`src/mva_pkg.sv`:
```
`timescale 1ns / 1ps
// mva_pkg: shared sizes, action codes and handshake structs for the vertex
// normal accumulator. No dependencies.
package mva_pkg;

	localparam int VERTEX_SLOTS    = 4096;
	localparam int SLOT_BITS       = $clog2(VERTEX_SLOTS);
	localparam int SLOT_FIELD_BITS = 12;
	localparam int COORD_BITS      = 24;
	localparam int EDGE_BITS       = COORD_BITS + 1;
	localparam int PROD_BITS       = 2 * EDGE_BITS;
	localparam int CROSS_BITS      = PROD_BITS + 2;
	localparam int SUM_BITS        = 24;
	localparam int Q_BITS          = 16;
	localparam int NV_BITS         = CROSS_BITS;

	localparam logic [1:0] ACT_LOAD = 2'd0;
	localparam logic [1:0] ACT_TRI  = 2'd1;
	localparam logic [1:0] ACT_READ = 2'd2;

	typedef struct packed {
		logic start;
	} norm_ctl_t;

	typedef struct packed {
		logic done;
		logic zero;
	} norm_stat_t;

endpackage

```
`src/mva_norm.sv`:
```
`timescale 1ns / 1ps
// mva_norm: iterative unit-vector unit (bit shift, squares, square root,
// restoring divide) giving Q1.15 components. Depends on mva_pkg.
module mva_norm import mva_pkg::*; (
	input  logic                      clk,
	input  logic                      arst_n,
	input  norm_ctl_t                 ctl,
	input  logic signed [NV_BITS-1:0] vec_x,
	input  logic signed [NV_BITS-1:0] vec_y,
	input  logic signed [NV_BITS-1:0] vec_z,
	output norm_stat_t                stat,
	output logic signed [Q_BITS-1:0]  q_x,
	output logic signed [Q_BITS-1:0]  q_y,
	output logic signed [Q_BITS-1:0]  q_z
);

	localparam logic [2:0] N_IDLE  = 3'd0;
	localparam logic [2:0] N_SHIFT = 3'd1;
	localparam logic [2:0] N_SQ    = 3'd2;
	localparam logic [2:0] N_SQRT  = 3'd3;
	localparam logic [2:0] N_DIVI  = 3'd4;
	localparam logic [2:0] N_DIV   = 3'd5;

	localparam int M_BITS   = 31;
	localparam int SQ_BITS  = 2 * M_BITS;
	localparam int RAD_BITS = 64;
	localparam int ROOT_BITS = 32;
	localparam int QUO_BITS = 17;
	localparam int REM_BITS = M_BITS + 15 + 2;
	localparam logic [QUO_BITS-1:0] Q_MAX = QUO_BITS'(32767);

	logic [2:0]              state_q;
	logic [1:0]              idx_q;
	logic [4:0]              cnt_q;
	logic                    done_q;
	logic                    zero_q;

	logic [NV_BITS-1:0]      m_q [3];
	logic                    neg_q [3];
	logic [SQ_BITS-1:0]      prod_q;
	logic [RAD_BITS-1:0]     acc_q;
	logic [RAD_BITS-1:0]     rad_q;
	logic [RAD_BITS-1:0]     res_q;
	logic [RAD_BITS-1:0]     bit_q;
	logic [REM_BITS-1:0]     rem_q;
	logic [REM_BITS-1:0]     dvs_q;
	logic [QUO_BITS-1:0]     quo_q;
	logic signed [Q_BITS-1:0] qo_q [3];

	logic [NV_BITS-1:0]      mag_in [3];
	logic                    in_zero;
	logic                    hi_any;
	logic                    lo_all;
	logic [M_BITS-1:0]       msel;
	logic [RAD_BITS:0]       trial;
	logic                    sq_ge;
	logic                    div_ge;
	logic [QUO_BITS-1:0]     quo_next;
	logic [Q_BITS-2:0]       cap;
	logic [ROOT_BITS-1:0]    root;

	function automatic logic [NV_BITS-1:0] mag(input logic signed [NV_BITS-1:0] v);
		mag = v[NV_BITS-1] ? NV_BITS'(-v) : NV_BITS'(v);
	endfunction

	always_comb begin
		mag_in[0] = mag(vec_x);
		mag_in[1] = mag(vec_y);
		mag_in[2] = mag(vec_z);
		in_zero   = (mag_in[0] == '0) && (mag_in[1] == '0) && (mag_in[2] == '0);
		// largest magnitude must land in [2^30, 2^31)
		hi_any = (|m_q[0][NV_BITS-1:M_BITS]) | (|m_q[1][NV_BITS-1:M_BITS])
		       | (|m_q[2][NV_BITS-1:M_BITS]);
		lo_all = ~((|m_q[0][NV_BITS-1:M_BITS-1]) | (|m_q[1][NV_BITS-1:M_BITS-1])
		       | (|m_q[2][NV_BITS-1:M_BITS-1]));
		case (idx_q)
			2'd0:    msel = m_q[0][M_BITS-1:0];
			2'd1:    msel = m_q[1][M_BITS-1:0];
			default: msel = m_q[2][M_BITS-1:0];
		endcase
		trial    = {1'b0, res_q} + {1'b0, bit_q};
		sq_ge    = {1'b0, rad_q} >= trial;
		div_ge   = rem_q >= dvs_q;
		quo_next = {quo_q[QUO_BITS-2:0], div_ge};
		cap      = (quo_next > Q_MAX) ? Q_MAX[Q_BITS-2:0] : quo_next[Q_BITS-2:0];
		root     = res_q[ROOT_BITS-1:0];
	end

	// sequencer
	always_ff @(posedge clk or negedge arst_n) begin
		if (!arst_n) begin
			state_q <= N_IDLE;
			idx_q   <= '0;
			cnt_q   <= '0;
			done_q  <= 1'b0;
			zero_q  <= 1'b0;
		end else begin
			done_q <= 1'b0;
			case (state_q)
				N_IDLE: begin
					if (ctl.start) begin
						zero_q <= in_zero;
						if (in_zero) begin
							done_q <= 1'b1;
						end else begin
							state_q <= N_SHIFT;
						end
					end
				end
				N_SHIFT: begin
					if (!hi_any && !lo_all) begin
						idx_q   <= '0;
						state_q <= N_SQ;
					end
				end
				N_SQ: begin
					idx_q <= idx_q + 2'd1;
					if (idx_q == 2'd3) begin
						state_q <= N_SQRT;
					end
				end
				N_SQRT: begin
					if (bit_q[0]) begin
						idx_q   <= '0;
						state_q <= N_DIVI;
					end
				end
				N_DIVI: begin
					cnt_q   <= 5'(QUO_BITS - 1);
					state_q <= N_DIV;
				end
				N_DIV: begin
					cnt_q <= cnt_q - 5'd1;
					if (cnt_q == '0) begin
						if (idx_q == 2'd2) begin
							done_q  <= 1'b1;
							state_q <= N_IDLE;
						end else begin
							idx_q   <= idx_q + 2'd1;
							state_q <= N_DIVI;
						end
					end
				end
				default: state_q <= N_IDLE;
			endcase
		end
	end

	// datapath
	always_ff @(posedge clk) begin
		case (state_q)
			N_IDLE: begin
				if (ctl.start) begin
					m_q[0]   <= mag_in[0];
					m_q[1]   <= mag_in[1];
					m_q[2]   <= mag_in[2];
					neg_q[0] <= vec_x[NV_BITS-1];
					neg_q[1] <= vec_y[NV_BITS-1];
					neg_q[2] <= vec_z[NV_BITS-1];
					acc_q    <= '0;
					if (in_zero) begin
						qo_q[0] <= '0;
						qo_q[1] <= '0;
						qo_q[2] <= '0;
					end
				end
			end
			N_SHIFT: begin
				if (hi_any) begin
					m_q[0] <= m_q[0] >> 1;
					m_q[1] <= m_q[1] >> 1;
					m_q[2] <= m_q[2] >> 1;
				end else if (lo_all) begin
					m_q[0] <= m_q[0] << 1;
					m_q[1] <= m_q[1] << 1;
					m_q[2] <= m_q[2] << 1;
				end
			end
			N_SQ: begin
				prod_q <= msel * msel;
				if (idx_q != 2'd0) begin
					acc_q <= acc_q + RAD_BITS'(prod_q);
				end
				if (idx_q == 2'd3) begin
					rad_q <= acc_q + RAD_BITS'(prod_q);
					res_q <= '0;
					bit_q <= RAD_BITS'(1) << (RAD_BITS - 2);
				end
			end
			N_SQRT: begin
				if (sq_ge) begin
					rad_q <= rad_q - trial[RAD_BITS-1:0];
					res_q <= (res_q >> 1) + bit_q;
				end else begin
					res_q <= res_q >> 1;
				end
				bit_q <= bit_q >> 2;
			end
			N_DIVI: begin
				rem_q <= REM_BITS'({msel, 15'b0}) + REM_BITS'(root >> 1);
				dvs_q <= REM_BITS'({root, 16'b0});
				quo_q <= '0;
			end
			N_DIV: begin
				if (div_ge) begin
					rem_q <= rem_q - dvs_q;
				end
				dvs_q <= dvs_q >> 1;
				quo_q <= quo_next;
				if (cnt_q == '0) begin
					case (idx_q)
						2'd0:    qo_q[0] <= neg_q[0] ? -Q_BITS'(cap) : Q_BITS'(cap);
						2'd1:    qo_q[1] <= neg_q[1] ? -Q_BITS'(cap) : Q_BITS'(cap);
						default: qo_q[2] <= neg_q[2] ? -Q_BITS'(cap) : Q_BITS'(cap);
					endcase
				end
			end
			default: ;
		endcase
	end

	assign stat.done = done_q;
	assign stat.zero = zero_q;
	assign q_x = qo_q[0];
	assign q_y = qo_q[1];
	assign q_z = qo_q[2];

endmodule

```
`config.mk`:
```
export PLATFORM = sky130hd
export DESIGN_NAME = mva_norm
export DESIGN_NICKNAME = d
export VERILOG_FILES = /design/src/mva_pkg.sv /design/src/mva_norm.sv
export SDC_FILE = /design/constraint.sdc
export NUM_CORES = 2
export LEC_CHECK = 0
export BUFFER_PORTS_ARGS = -buffer_cell sky130_fd_sc_hd__buf_2
export CORE_UTILIZATION = 65
export CTS_CLUSTER_SIZE = 20
export DETAILED_ROUTE_END_ITERATION = 10
export HOLD_SLACK_MARGIN = 0.06
export PLACE_DENSITY_LB_ADDON = 0.2
export SYNTH_ARGS = -nofsm -noshare
export SYNTH_HDL_FRONTEND = slang
export SYNTH_SLANG_ARGS = --single-unit
export TNS_END_PERCENT = 30
```
`constraint.sdc`:
```
create_clock -name clk -period 11.79 [get_ports clk]
set_input_delay 2.358 -clock clk [delete_from_list [all_inputs] [get_ports clk]]
set_output_delay 2.358 -clock clk [all_outputs]
set_load 0.02 [all_outputs]
```
Word-level counts from Yosys, hierarchy flattened
Memory sizes are Yosys's and may differ from the RTL's.
Index checks and enable logic that the tools add are counted.
{ "totals": {"reg_bits": 442, "ramBits": 207, "inputBits": 159, "output_inout_bits": 50, "elab_cells": 167, "n_memories": 3} }
{ "mem_list": {"columns": ["name", "words", "word_bits", "read_ports", "rd_clocked_by_memory_dff", "wr", "line", "text"], "rows": [
  ["m_q", 3, 52, 3, 0, 3, "mva_norm.sv:38", "logic [NV_BITS-1:0] m_q [3];"],
  ["qo_q", 3, 16, 3, 0, 3, "mva_norm.sv:48", "logic signed [Q_BITS-1:0] qo_q [3];"],
  ["neg_q", 3, 1, 3, 0, 3, "mva_norm.sv:39", "logic neg_q [3];"]
]} }
{ "classes": {"n_addsub": 12, "mul": 1, "n_lt_le_gt_ge": 3, "eq_ne": 18, "mux": 75, "bitwise_logic": 13, "reduce_logical": 29} }
{ "op_table": {"columns": ["operator", "n"], "rows": [
  ["one-hot mux 64 bit (2 select lines)", 4],
  ["two-way mux 52 bit", 9],
  ["two-way mux 64 bit", 7],
  ["one-hot mux 48 bit (2 select lines)", 2],
  ["logical NOT 52 bit", 3],
  ["negation 52 bit", 3],
  ["two-way mux 16 bit", 6],
  ["OR reduction 22 bit", 3],
  ["adder 64 x 64 -> 65 bit", 1],
  [">= comparator 64 x 65 -> 1 bit", 1],
  ["adder 63 x 64 -> 64 bit", 1],
  ["adder 64 x 62 -> 64 bit", 1],
  ["subtractor 64 bit", 1],
  ["OR reduction 21 bit", 3],
  ["multiplier 31 x 31 -> 62 bit", 1],
  ["one-hot mux 31 bit (2 select lines)", 1],
  [">= comparator 48 bit", 1],
  ["two-way mux 48 bit", 1],
  ["subtractor 48 bit", 1],
  ["adder 46 x 31 -> 47 bit", 1],
  ["one-hot mux 16 bit (2 select lines)", 1],
  ["two-way mux 1 bit", 28],
  ["two-way mux 3 bit", 7],
  ["inequality test 2 bit, second input constant", 10],
  ["28 further kinds", 54]
]} }

Depth between registers and ports, before layout
{ "logic_depth": {"word_depth": 10, "depth_mapped": 39} }

Least setup slack after synthesis
Ideal clock, no wire load.
{ "synth_path": {"path_kind": "register to register", "from": "register state_q[2]", "to": "register rad_q[0] (enable)", "setup_time_ns": 0.583, "t_arrival_ns": 9.693, "required_time_ns": 11.207, "slack_ns": 1.514, "stages_incl_launch_ff": 5, "synth_period_minus_slack_ns": 10.276, "path_cell_list": "dfrtp_1 clkbuf_1 nand2b_1 nor2_1 a21boi_0"} }
{ "synth_between": {"elab_chain_cells": 3, "word_cells_on_any_way": 6, "classes_between": "eq/ne: 4; reduce/logical: 2"} }
{ "synth_rtl": {"columns": ["element", "line", "text"], "rows": [
  ["from (decl)", "mva_norm.sv:32", "logic [2:0] state_q;"],
  ["from (signal assigned)", "mva_norm.sv:92", "state_q <= N_IDLE;"],
  ["from (signal assigned)", "mva_norm.sv:106", "state_q <= N_SHIFT;"],
  ["from (signal assigned)", "mva_norm.sv:113", "state_q <= N_SQ;"],
  ["== test 3 x 2 -> 1 bit", "mva_norm.sv:151", "case (state_q)"],
  ["inequality test 2 bit (no line) / nonzero test 2 bit (equally long branches)", null, null],
  ["AND reduction 3 bit (no line) *", null, null],
  ["to (signal assigned)", "mva_norm.sv:185", "rad_q <= acc_q + RAD_BITS'(prod_q);"],
  ["to (signal assigned)", "mva_norm.sv:192", "rad_q <= rad_q - trial[RAD_BITS-1:0];"],
  ["to (decl)", "mva_norm.sv:42", "logic [RAD_BITS-1:0] rad_q;"]
]} }
Mark *: on every way between the ends. The rest lies on a longest branch, timed or not.
A chain may end at the register's enable or synchronous reset.

Worst setup path in the final report
{ "layout_path": {"from": "register idx_q[0]", "to": "register prod_q[58] (data pin)"} }
{ "layout_between": {"elab_chain_cells": 3, "word_cells_on_any_way": 4, "classes_between": "mul: 1; eq/ne: 1; mux: 1; reduce/logical: 1"} }
{ "layout_rtl": {"columns": ["element", "line", "text"], "rows": [
  ["from (decl)", "mva_norm.sv:33", "logic [1:0] idx_q;"],
  ["from (signal assigned)", "mva_norm.sv:117", "idx_q <= idx_q + 2'd1;"],
  ["from (signal assigned)", "mva_norm.sv:139", "idx_q <= idx_q + 2'd1;"],
  ["== test 2 x 1 -> 1 bit / logical NOT 2 bit (equally long branches)", "mva_norm.sv:76", "case (idx_q)"],
  ["one-hot mux 31 bit (2 select lines) *", "mva_norm.sv:76", null],
  ["multiplier 31 x 31 -> 62 bit *", "mva_norm.sv:180", "prod_q <= msel * msel;"],
  ["to (signal assigned)", "mva_norm.sv:180", null],
  ["to (decl)", "mva_norm.sv:40", "logic [SQ_BITS-1:0] prod_q;"]
]} }
Marked as above.

==> load_flow_metrics.sql <==
INSERT INTO impl_metrics (metric_group, metric, value, unit) VALUES
('route', 'avgViaCountPerCell', '6.36', ''),
('global_route', 'grt_usage', '40.2', '%'),
('clocking', 'cts.sink_count', '616', ''),
('layout', 'fill_cells', '8804', ''),
('logic_synthesis', 'synthesis.instances', '8010', ''),
('global_route', 'grt.overflow.total', '0', ''),
('layout', 'fin_nets', '9491', ''),
('setup_path', 'worst-setup-path-type', 'register to register', ''),
('setup_path', 'r2r_end', 'prod_q[58]$_DFFE_PP_', ''),
('route', 'drc_errors', '0', ''),
('logic_synthesis', 'synth_xor_area_share', '6.13', '%'),
('floorplan', 'die_area', '113000', 'sq um'),
('route', 'violation_count_after_the_first_detailed_route_iteration', '6667', ''),
('clocking', 'cts_hold_buf', '0', ''),
('logic_synthesis', 'synthArstFlopShare', '1.95', '%'),
('setup_path', 'number_of_cells_on_the_worst_reg_to_reg_path', '32', ''),
('status', 'outcome', 'completed', ''),
('route', 'final_antenna_net_count', '0', ''),
('logic_synthesis', 'netlist-cell-type-count', '84', ''),
('logic_synthesis', 'synth_enable_flop_cells', '604', ''),
('logic_synthesis', 'ys_ff_latch', '616', ''),
('setup_path', 'critPathMaxFanout', '35', ''),
('clocking', 'cts_htree_levels', '3', ''),
('sta', 'final_setup_violations', '0', ''),
('clocking', 'numCtsBuffers', '74', ''),
('sta', 'fin_tns_setup', '0', 'ns'),
('floorplan', 'die-height', '336', 'um'),
('setup_path', 'critical-path-top-cell-by-count', 'fa_1', ''),
('global_route', 'first_global_vias', '60500', ''),
('setup_path', 'slowest_delay', '0.82', 'ns'),
('layout', 'final_layout_size_suffix_gt1_share', '6.64', '%'),
('clocking', 'cts_tree', 'built', ''),
('sta', 'min_period', '11.18', 'ns'),
('place', 'routabilityCongestion', '1.03', ''),
('sta', 'grt_setup_unrepaired', 'no', ''),
('clocking', 'clockBufferDepth', '3', ''),
('layout', 'area.growth.synth_to_final', '6.78', '%'),
('global_route', 'grt_antenna_before_repair', '18', ''),
('setup_path', 'critical_path.endpoint', 'prod_q[58]$_DFFE_PP_', ''),
('clocking', 'cts_post_setup_buffers_inserted', '0', ''),
('logic_synthesis', 'total_number_of_yosys_warnings', '0', ''),
('logic_synthesis', 'mapped_nets', '9452', ''),
('setup_path', 'startpoint_type', 'register', ''),
('floorplan', 'core', '111000', 'sq um'),
('logic_synthesis', 'syn_area', '72500', 'sq um'),
('sta', 'fin_worst_skew', '0.0495', 'ns'),
('floorplan', 'initial_standard_cell_utilization_of_the_core', '65.5', '%'),
('logic_synthesis', 'yosysSeqAreaShare', '25.4', '%'),
('setup_path', 'critical_path_data_required_time', '12.28', 'ns'),
('setup_path', 'critPathLaunch', 'idx_q[0]$_DFFE_PN0P_', ''),
('place', 'portbufs', '208', ''),
('sta', 'report.final.slew_viol_count', '0', ''),
('route', 'drt_first_pass_iters', '6', ''),
('logic_synthesis', 'synth_compound_area_share', '15.4', '%'),
('logic_synthesis', 'synth_fa_ha_area_share', '30.0', '%'),
('floorplan', 'num_rows', '122', ''),
('setup_path', 'timing.reg2reg.setup_slack', '0.61', 'ns'),
('place', 'detailed_place_hpwl', '176000', 'um'),
('setup_path', 'cp.arrival', '11.67', 'ns'),
('route', 'num_vias', '61100', ''),
('sta', 'worst_pin_slew', '1.23', 'ns'),
('clocking', 'cts.reportedPaths.clkPinSlew', '0.06', 'ns'),
('logic_synthesis', 'yosys.area_share.simple', '14.7', '%'),
('sta', 'finalHoldViolations', '0', ''),
('clocking', 'worstSkewPairLatency', '0.68', 'ns'),
('setup_path', 'reg2reg_from', 'idx_q[0]$_DFFE_PN0P_', ''),
('floorplan', 'dieWidth', '336', 'um'),
('clocking', 'root_buffer', 'clkbuf_16', ''),
('global_route', 'wire_length_of_the_first_global_routing_pass', '347000', 'um'),
('logic_synthesis', 'ys_dominant_reg_cell', 'edfxtp_1', ''),
('floorplan', 'pin_count', '209', ''),
('global_route', 'maximum_number_of_pins_on_one_net_before_global_route_repair', '104', ''),
('setup_path', 'setup.worst_path.end_class', 'register', ''),
('sta', 'fmax', '89.4', 'MHz'),
('clocking', 'gates_resized_cts_repair', '0', ''),
('logic_synthesis', 'post_synth_mux_area_share', '0.778', '%'),
('sta', 'slew_margin_rel', '17.4', '%'),
('route', 'avgRoutedWirePerCell', '23.4', 'um'),
('logic_synthesis', 'main_combinational_cell_family_by_area_after_synthesis', 'adder cells', ''),
('sta', 'fin_crit_sh', '94.9', '%'),
('job', 'cap_viol_max_count', '0', ''),
('min_path', 'min_delay_path_class', 'register to register', ''),
('logic_synthesis', 'synth_area_per_cell', '9.05', 'sq um'),
('setup_path', 'cp_slowest_cell', 'nor2_4', ''),
('route', 'drt_wl_total', '225000', 'um');
-- cell families after synthesis --
family | count (synthesis)
simple gates | 2327
compound gates | 1770
buf+inv | 1452
fa+ha+maj | 1283
flops | 616
xor+xnor | 507
mux | 55
-- layout by cell type (no fill, tap or decap), types with 32 or more instances in the layout --
cell / synthesis / routed
a211oi_1: 110 / 110
a21o_1: 167 / 167
a21oi_1: 447 / 435
a22o_1: 32 / 32
a31o_2: 34 / 34
a31oi_1: 91 / 91
and2_1: 76 / 75
and3_1: 55 / 55
buf_2: 2 / 208
buf_4: 2 / 102
clkbuf_16: 0 / 75
edfxtp_1: 604 / 604
fa_1: 757 / 757
ha_1: 526 / 526
inv_1: 1093 / 1091
mux2i_1: 44 / 44
nand2_1: 788 / 784
nand2b_1: 49 / 49
nand3_1: 92 / 91
nand4_1: 95 / 95
nor2_1: 753 / 749
nor2b_1: 56 / 56
nor3_1: 87 / 87
nor4_1: 54 / 54
o21ai_0: 500 / 499
o21bai_1: 58 / 58
o31ai_1: 67 / 67
o41ai_1: 34 / 34
or2_2: 33 / 33
or3_1: 80 / 80
or4_1: 52 / 52
xnor2_1: 250 / 250
xor2_1: 257 / 257
-- critical path: cells and delay by family, from the launching register on --
| family | cells | cell delay (ns) |
|---|---|---|
| compound gates | 5 | 1.27 |
| fa+ha+maj | 10 | 4.76 |
| buf+inv | 7 | 1.10 |
| flops | 1 | 0.38 |
| simple gates | 10 | 3.46 |
-- per-layer routing --
layer | global-route usage (%) | routed length (um) | up-vias
met4 | 20.1 | 12600 | 16
met2 | 62.7 | 101000 | 3262
met3 | 7.95 | 23300 | 699
met5 | 0 | 97 | -
met1 | 53.7 | 88100 | 29700
li1 | - | - | 27400
-- flip-flops by register name, indices dropped and copies added, names as in the netlist --
signal / flops
acc_q: 64
bit_q: 32
cnt_q: 5
done_q: 1
dvs_q: 48
idx_q: 2
m_q: 156
neg_q: 3
prod_q: 61
qo_q: 48
quo_q: 16
rad_q: 64
rem_q: 48
res_q: 64
state_q: 3
zero_q: 1
-- how the worst min path moves through the flow --
stage / end / slack (ns) / start / cells after the start
floorplan: zero_q$_DFFE_PN0P_ / 0.45 / zero_q$_DFFE_PN0P_ / 2
global placement: zero_q$_DFFE_PN0P_ / 0.46 / zero_q$_DFFE_PN0P_ / 2
detailed placement: zero_q$_DFFE_PN0P_ / 0.50 / zero_q$_DFFE_PN0P_ / 2
CTS: cnt_q[1]$_DFFE_PN0P_ / 0.52 / cnt_q[1]$_DFFE_PN0P_ / 2
global route: zero_q$_DFFE_PN0P_ / 0.53 / zero_q$_DFFE_PN0P_ / 2
finish: zero_q$_DFFE_PN0P_ / 0.51 / zero_q$_DFFE_PN0P_ / 2
-- synthesized netlist by cell type (all sizes together) (13+ instances only) --
cell	instances	area, sq um
a211o	14	123
a211oi	110	826
a21boi	17	128
a21o	167	1250
a21oi	447	2240
a22o	32	280
a31o	34	298
a31oi	91	569
and2	76	475
and3	55	344
buf	27	119
clkbuf	320	1200
edfxtp	604	18100
fa	757	15200
ha	526	6580
inv	1093	4100
mux2i	44	440
nand2	788	2960
nand2b	49	307
nand3	92	460
nand4	95	594
nor2	753	2830
nor2b	56	350
nor3	87	435
nor3b	13	97.6
nor4	55	350
o2111ai	15	131
o211ai	30	225
o21a	29	218
o21ai	501	2510
o21bai	58	435
o31ai	67	503
o41ai	34	298
or2	34	213
or3	80	500
or4	53	402
xnor2	250	2190
xor2	257	2250
-- stage by stage --
step / setup slack (ns) / utilization [%] / hold slack (ns) / cell area, sq um / std cells
2_1_floorplan: 1.51 / - / 0.448 / 72500 / 8010
4_1_cts: 0.759 / 69.9 / 0.517 / 77400 / 9596
3_3_place_gp: 0.927 / 67.8 / 0.461 / 75000 / 9461
3_5_place_dp: 0.779 / 67.8 / 0.505 / 75000 / 9461
6_report: 0.606 / 69.9 / 0.510 / 77400 / 9607
5_1_grt: 0.183 / 69.9 / 0.526 / 77400 / 9601
-- area by class of cell --
class                           count  area [sq um]  share of cell area [%]
Sequential cell                   616         18400                    23.8
Antenna cell                       11          27.5                  0.0356
Timing Repair Buffer              310          1810                    2.33
Tap cell                         1488          1860                    2.41
Inverter                         1105          4150                    5.36
Multi-Input combinational cell   5942         48700                    63.0
Clock buffer                       91          1950                    2.52
Clock inverter                     44           440                   0.569
Power is left out: the tool's default activity adds up to more than one toggle a clock period on the data nets, which glitch-free logic cannot reach.
